--- src/rtl/mse_pkg.sv ---
// Package for the MIPS subset executor: constants, operation codes, payload
// structs and the controller/datapath command and status structs. No dependencies.
`default_nettype none
package mse_pkg;
    localparam int unsigned MEMORY_ROWS    = 16;
    localparam int unsigned MEMORY_COLUMNS = 8;
    localparam int unsigned PROGRAM_DEPTH  = 1024;
    localparam int unsigned MEM_DEPTH      = MEMORY_ROWS * MEMORY_COLUMNS;
    localparam int unsigned MEM_AW         = $clog2(MEM_DEPTH);
    localparam int unsigned PC_W           = 10;

    localparam logic [3:0] OP_ADDI = 4'd0;
    localparam logic [3:0] OP_ADD  = 4'd1;
    localparam logic [3:0] OP_SUB  = 4'd2;
    localparam logic [3:0] OP_SUBI = 4'd3;
    localparam logic [3:0] OP_MUL  = 4'd4;
    localparam logic [3:0] OP_DIV  = 4'd5;
    localparam logic [3:0] OP_BEQ  = 4'd6;
    localparam logic [3:0] OP_LW   = 4'd7;
    localparam logic [3:0] OP_SW   = 4'd8;
    localparam logic [3:0] OP_J    = 4'd9;

    localparam logic [2:0] CFG_REGDST   = 3'd0;
    localparam logic [2:0] CFG_ALUOP    = 3'd1;
    localparam logic [2:0] CFG_REGWRITE = 3'd2;
    localparam logic [2:0] CFG_BRANCH   = 3'd3;
    localparam logic [2:0] CFG_ALUSRC   = 3'd4;
    localparam logic [2:0] CFG_JUMP     = 3'd5;

    localparam logic [1:0] ERR_NONE = 2'd0;
    localparam logic [1:0] ERR_DIV0 = 2'd1;
    localparam logic [1:0] ERR_ADDR = 2'd2;

    typedef struct packed {
        logic [3:0]         operation;
        logic [4:0]         first_reg;
        logic [4:0]         second_reg;
        logic [4:0]         third_reg;
        logic signed [31:0] immediate;
        logic [9:0]         target_index;
    } in_item_t;

    typedef struct packed {
        logic [9:0]         next_pc;
        logic               suppressed;
        logic               reg_written;
        logic [4:0]         write_index;
        logic signed [31:0] write_value;
        logic               memory_written;
        logic [1:0]         error_code;
    } out_item_t;

    // Commands from the controller to the datapath.
    typedef struct packed {
        logic load;     // capture the item and read operands
        logic mem_rd;   // start the memory read / address check
        logic div_go;   // start the divider
        logic div_step; // one divider iteration
        logic finish;   // commit results and load the output register
    } cmd_t;

    // Status from the datapath to the controller.
    typedef struct packed {
        logic is_div;
        logic is_mem;
        logic div_done;
    } sts_t;
endpackage
`default_nettype wire

--- src/rtl/mse_ctrl.sv ---
// Controller state machine of the MIPS subset executor.
// Depends on mse_pkg.
`default_nettype none
module mse_ctrl (
    input  wire logic          clk,
    input  wire logic          rst_n,
    input  wire logic          in_fire,
    input  wire logic          out_free,
    input  wire mse_pkg::sts_t sts,
    output mse_pkg::cmd_t      cmd,
    output logic               busy
);
    import mse_pkg::*;

    typedef enum logic [5:0] {
        S_IDLE = 6'b000001,
        S_DEC  = 6'b000010,
        S_MEM  = 6'b000100,
        S_DIV  = 6'b001000,
        S_DIVW = 6'b010000,
        S_FIN  = 6'b100000
    } state_t;

    state_t state_reg, state_next;

    always_ff @(posedge clk or negedge rst_n)
    begin
        if (!rst_n)
            state_reg <= S_IDLE;
        else
            state_reg <= state_next;
    end

    always_comb
    begin
        state_next = state_reg;
        cmd        = '0;
        case (state_reg)
            S_IDLE:
            begin
                if (in_fire)
                begin
                    cmd.load   = 1'b1;
                    state_next = S_DEC;
                end
            end
            S_DEC:
            begin
                if (sts.is_div)
                begin
                    cmd.div_go = 1'b1;
                    state_next = S_DIV;
                end
                else if (sts.is_mem)
                begin
                    cmd.mem_rd = 1'b1;
                    state_next = S_MEM;
                end
                else
                    state_next = S_FIN;
            end
            S_MEM: state_next = S_FIN;
            S_DIV:
            begin
                cmd.div_step = 1'b1;
                if (sts.div_done)
                    state_next = S_DIVW;
            end
            S_DIVW: state_next = S_FIN;
            S_FIN:
            begin
                if (out_free)
                begin
                    cmd.finish = 1'b1;
                    state_next = S_IDLE;
                end
            end
            default: state_next = S_IDLE;
        endcase
    end

    assign busy = (state_reg != S_IDLE);
endmodule
`default_nettype wire

--- config.mk ---
export PLATFORM = sky130hd
export DESIGN_NAME = mse_ctrl
export DESIGN_NICKNAME = d
export VERILOG_FILES = /design/src/rtl/mse_pkg.sv /design/src/rtl/mse_ctrl.sv
export SDC_FILE = /design/constraint.sdc
export NUM_CORES = 1
export LEC_CHECK = 0
export BUFFER_PORTS_ARGS = -buffer_cell sky130_fd_sc_hd__clkbuf_2
export CELL_PAD_IN_SITES_DETAIL_PLACEMENT = 0
export CELL_PAD_IN_SITES_GLOBAL_PLACEMENT = 1
export CORE_AREA = 2 2 39 41
export DETAILED_ROUTE_END_ITERATION = 6
export DIE_AREA = 0 0 41 43
export GPL_TIMING_DRIVEN = 1
export PLACE_DENSITY_LB_ADDON = 0.1
export SLEW_MARGIN = 20
export SYNTH_ARGS = -nofsm -noshare
export SYNTH_HDL_FRONTEND = slang
export SYNTH_SLANG_ARGS = --single-unit
--- constraint.sdc ---
create_clock -name clk -period 1.5 [get_ports clk]
set_clock_uncertainty 0.1 [all_clocks]
set_input_delay 0.225 -clock clk [delete_from_list [all_inputs] [get_ports clk]]
set_output_delay 0.225 -clock clk [all_outputs]
set_load 0.01 [all_outputs]
==> metrics.csv <==
stage,metric,value,unit
run_status,outcome,"complete, but fails checks",
run_status,failing checks,setup timing,
global_route,met1 usage,17.6,%
critical_path,arrival time at the worst endpoint,1.39,ns
critical_path,Startpoint Class,flip-flop,
timing,final setup fails,6,
cells_and_area,"most common cell after layout, fill and taps aside",buf_4,
cts,CTS tree,yes,
cells_and_area,P&R area growth vs syn,82.5,%
drt,Detail Route Antenna Nets,0,
timing,Tcrit/Tclk final,114,%
cells_and_area,Fillers,133,
drt,Routed WL,1190,um
drt,routed length per placed instance,13.4,um
cells_and_area,fin area,667,um^2
die,die height,43,um
min_path,HP Class,input port to flip-flop,
global_route,peak-usage layer in the global routing report,met2,
logic_synthesis,syn avg cell area,8.70,um^2
logic_synthesis,Synth Area in Adders,0,%
global_route,vias in the first global route,435,
critical_path,reg2reg setup slack,0.01,ns
logic_synthesis,synth warn,0,
logic_synthesis,register bit total from synthesis,6,
global_route,all-layer global routing usage,14.8,%
timing,Final Hold Violating Endpoints,0,
logic_synthesis,Post-Syn Nets,49,
logic_synthesis,Synth Area in Simple Gates,39.4,%
logic_synthesis,Gate Count Post-Synth,42,
die,Initial Util,26.4,%
critical_path,crit end category,output port,
global_route,M2 GR Usage,25.3,%
cts,H-tree lvl count,1,
pwr,power per cell area,1540,nW/um^2
timing,Max transition margin,75.3,%
timing,Tightest Pin Transition,0.368,ns
global_route,met3 Use GR,1.57,%
timing,Fmax,0.585,GHz
global_route,initial antenna violation count,0,
timing,crit path time final,1.71,ns
place,Port Buffers,12,
drt,DRT Pass-1 Iters,4,
timing,worst hold slack,0.103,ns
critical_path,R2R cell count,6,
place,hpwl dp,825,um
cts,"Reg clk slew, reported paths",0.05,ns
cells_and_area,Layout Nets,81,
pwr,LEAKAGE,0.319,nW
logic_synthesis,largest family of logic cells by synthesized area,simple AND/OR/NAND/NOR gates,
cells_and_area,Diodes inserted,0,
drt,DRT iter0 DRCs,9,
die,# IOs,13,
timing,final setup margin,-0.211,ns
cts,clock buffer depth,2,
logic_synthesis,sequential cell area fraction in the yosys report,41.4,%
critical_path,reg-to-reg critical path endpoint,state_reg[0]$_DFFE_PN1P_,
logic_synthesis,"Cell Area, Synth",365,um^2
cts,clk_lat worst skew,0.24,ns
run,Max Cap Violations,0,
die,core area,1380,um^2
logic_synthesis,Compound-Gate Fraction of Synth Area,13.7,%
global_route,total congestion overflow,0,
cells_and_area,max reg flops,6,
cts,CTS Buf Count,3,
cells_and_area,share of cells above drive strength 1,61.6,%
critical_path,CP Launch Point,state_reg[2]$_DFFE_PN0P_,
drt,via count,437,
logic_synthesis,xor-xnor portion of the synthesized cell area,2.40,%
critical_path,reg2reg start,state_reg[2]$_DFFE_PN0P_,
cts,clock sinks,6,
pwr,Max VDD drop,0.000711,V
place,Placer Congestion,0.788,
cells_and_area,most frequent cells in the layout,"14 x buf_4, 8 x clkbuf_2, 6 x nor2_1",
global_route,first-pass GRT wire length,1760,um
place,Placed Instance Area,505,um^2
die,site row count,14,
timing,RSZ-0062 raised after global routing,true,
critical_path,critical path class,flip-flop to output port,
drt,Vias per Instance,4.91,
cts,Root Buffer,clkbuf_4,
critical_path,WP data required,1.17,ns
global_route,largest net degree at the start of global routing,7,
critical_path,CP max FO,3,
drt,Remaining DRCs,0,
logic_synthesis,mux share of post-synthesis cell area,0,%
critical_path,Worst Setup EP,cmd[1],
cells_and_area,Final Util,48.2,%
die,DIE AREA,1760,um^2
logic_synthesis,Cell variety after synth,23,
timing,Slew Limit Fails,0,
die,die width,41,um
-- report_power, final --
group          switching, mW  leakage, nW  total [mW]  internal [mW]
registers             0.0643       0.0744       0.277          0.213
clock network         0.0559       0.0150       0.157          0.101
logic                  0.262        0.230       0.595          0.334
-- per-stage QoR --
step | setup TNS, ns | total power, mW | worst slack [ns] | instances
after floorplan | 0 | 0.472 | 0.00223 | 42
after global placement | 0 | 0.624 | 0.0232 | 78
after detailed placement | -0.0113 | 0.630 | -0.0113 | 78
after CTS | -1.03 | 0.957 | -0.242 | 88
after global routing | -1.30 | 1.09 | -0.271 | 89
final | -0.904 | 1.03 | -0.211 | 89
-- cell type report --
cell class              count  area [um^2]  area share, %
repair buffers             27          175           26.3
clock buffers               4         26.3           3.94
flip-flops and latches      6          155           23.3
inverters                   3         11.3           1.69
well taps                  16         20.0           3.00
multi-input cells          33          279           41.8
-- synthesized netlist by cell type --
| library cell | number | area [um^2] |
|---|---|---|
| nor2b_2 | 1 | 8.76 |
| xnor2_1 | 1 | 8.76 |
| a21o_1 | 1 | 7.51 |
| nor4_1 | 3 | 18.8 |
| nand3_2 | 1 | 10.0 |
| a21oi_1 | 1 | 5.00 |
| nor3b_1 | 2 | 15.0 |
| inv_1 | 3 | 11.3 |
| dfrtp_1 | 5 | 125 |
| nand2b_1 | 1 | 6.26 |
| or3_1 | 1 | 6.26 |
| and2_1 | 1 | 6.26 |
| o21ai_0 | 1 | 5.00 |
| a2bb2oi_1 | 1 | 8.76 |
| a22oi_1 | 1 | 7.51 |
| nand2_1 | 3 | 11.3 |
| o32ai_1 | 1 | 8.76 |
| nor3_1 | 2 | 10.0 |
| nand3_1 | 1 | 5.00 |
| a211oi_1 | 1 | 7.51 |
| dfstp_2 | 1 | 26.3 |
| nor2_1 | 8 | 30.0 |
| nor3_4 | 1 | 16.3 |
-- metal layers --
layer	share of wire [%]	wire (um)
met1	35	422
met2	58	694
met3	3.3	39
met4	2.9	34
met5	0	0
-- how the worst min path moves through the flow --
stage                 from                  endpoint  slack (ns)  depth (start not counted)
floorplan            rst_n  state_reg[1]$_DFFE_PN0P_       -0.17                          0
global placement     rst_n  state_reg[2]$_DFFE_PN0P_       -0.05                          1
detailed placement   rst_n  state_reg[2]$_DFFE_PN0P_       -0.04                          1
CTS                 sts[1]  state_reg[5]$_DFFE_PN0P_        0.09                          2
global route        sts[1]  state_reg[5]$_DFFE_PN0P_         0.1                          2
finish              sts[1]  state_reg[5]$_DFFE_PN0P_        0.10                          2
-- worst max-delay path, cell delays in order, from the launching register on --
cell and delay, ns:
dfrtp_2 0.43, buf_4 0.15, nor4_4 0.21, nor2b_4 0.21
clkbuf_2 0.14
-- cells by family after synthesis --
logic type,after synthesis
buffers and inverters,3
DFF,6
xor gates and xnor gates,1
AOI/OAI and AO/OA,7
and+or+nand+nor,25
-- repair_timing --
action / CTS / global route
pin swaps: 7 / 7
hold buffers: 1 / 0
gates resized for setup: 9 / 12
hold endpoints to repair: 6 / 0
buffers inserted: 5 / 2
setup endpoints to repair: 6 / 9
No activity file was read; power rests on OpenSTA's default activity.
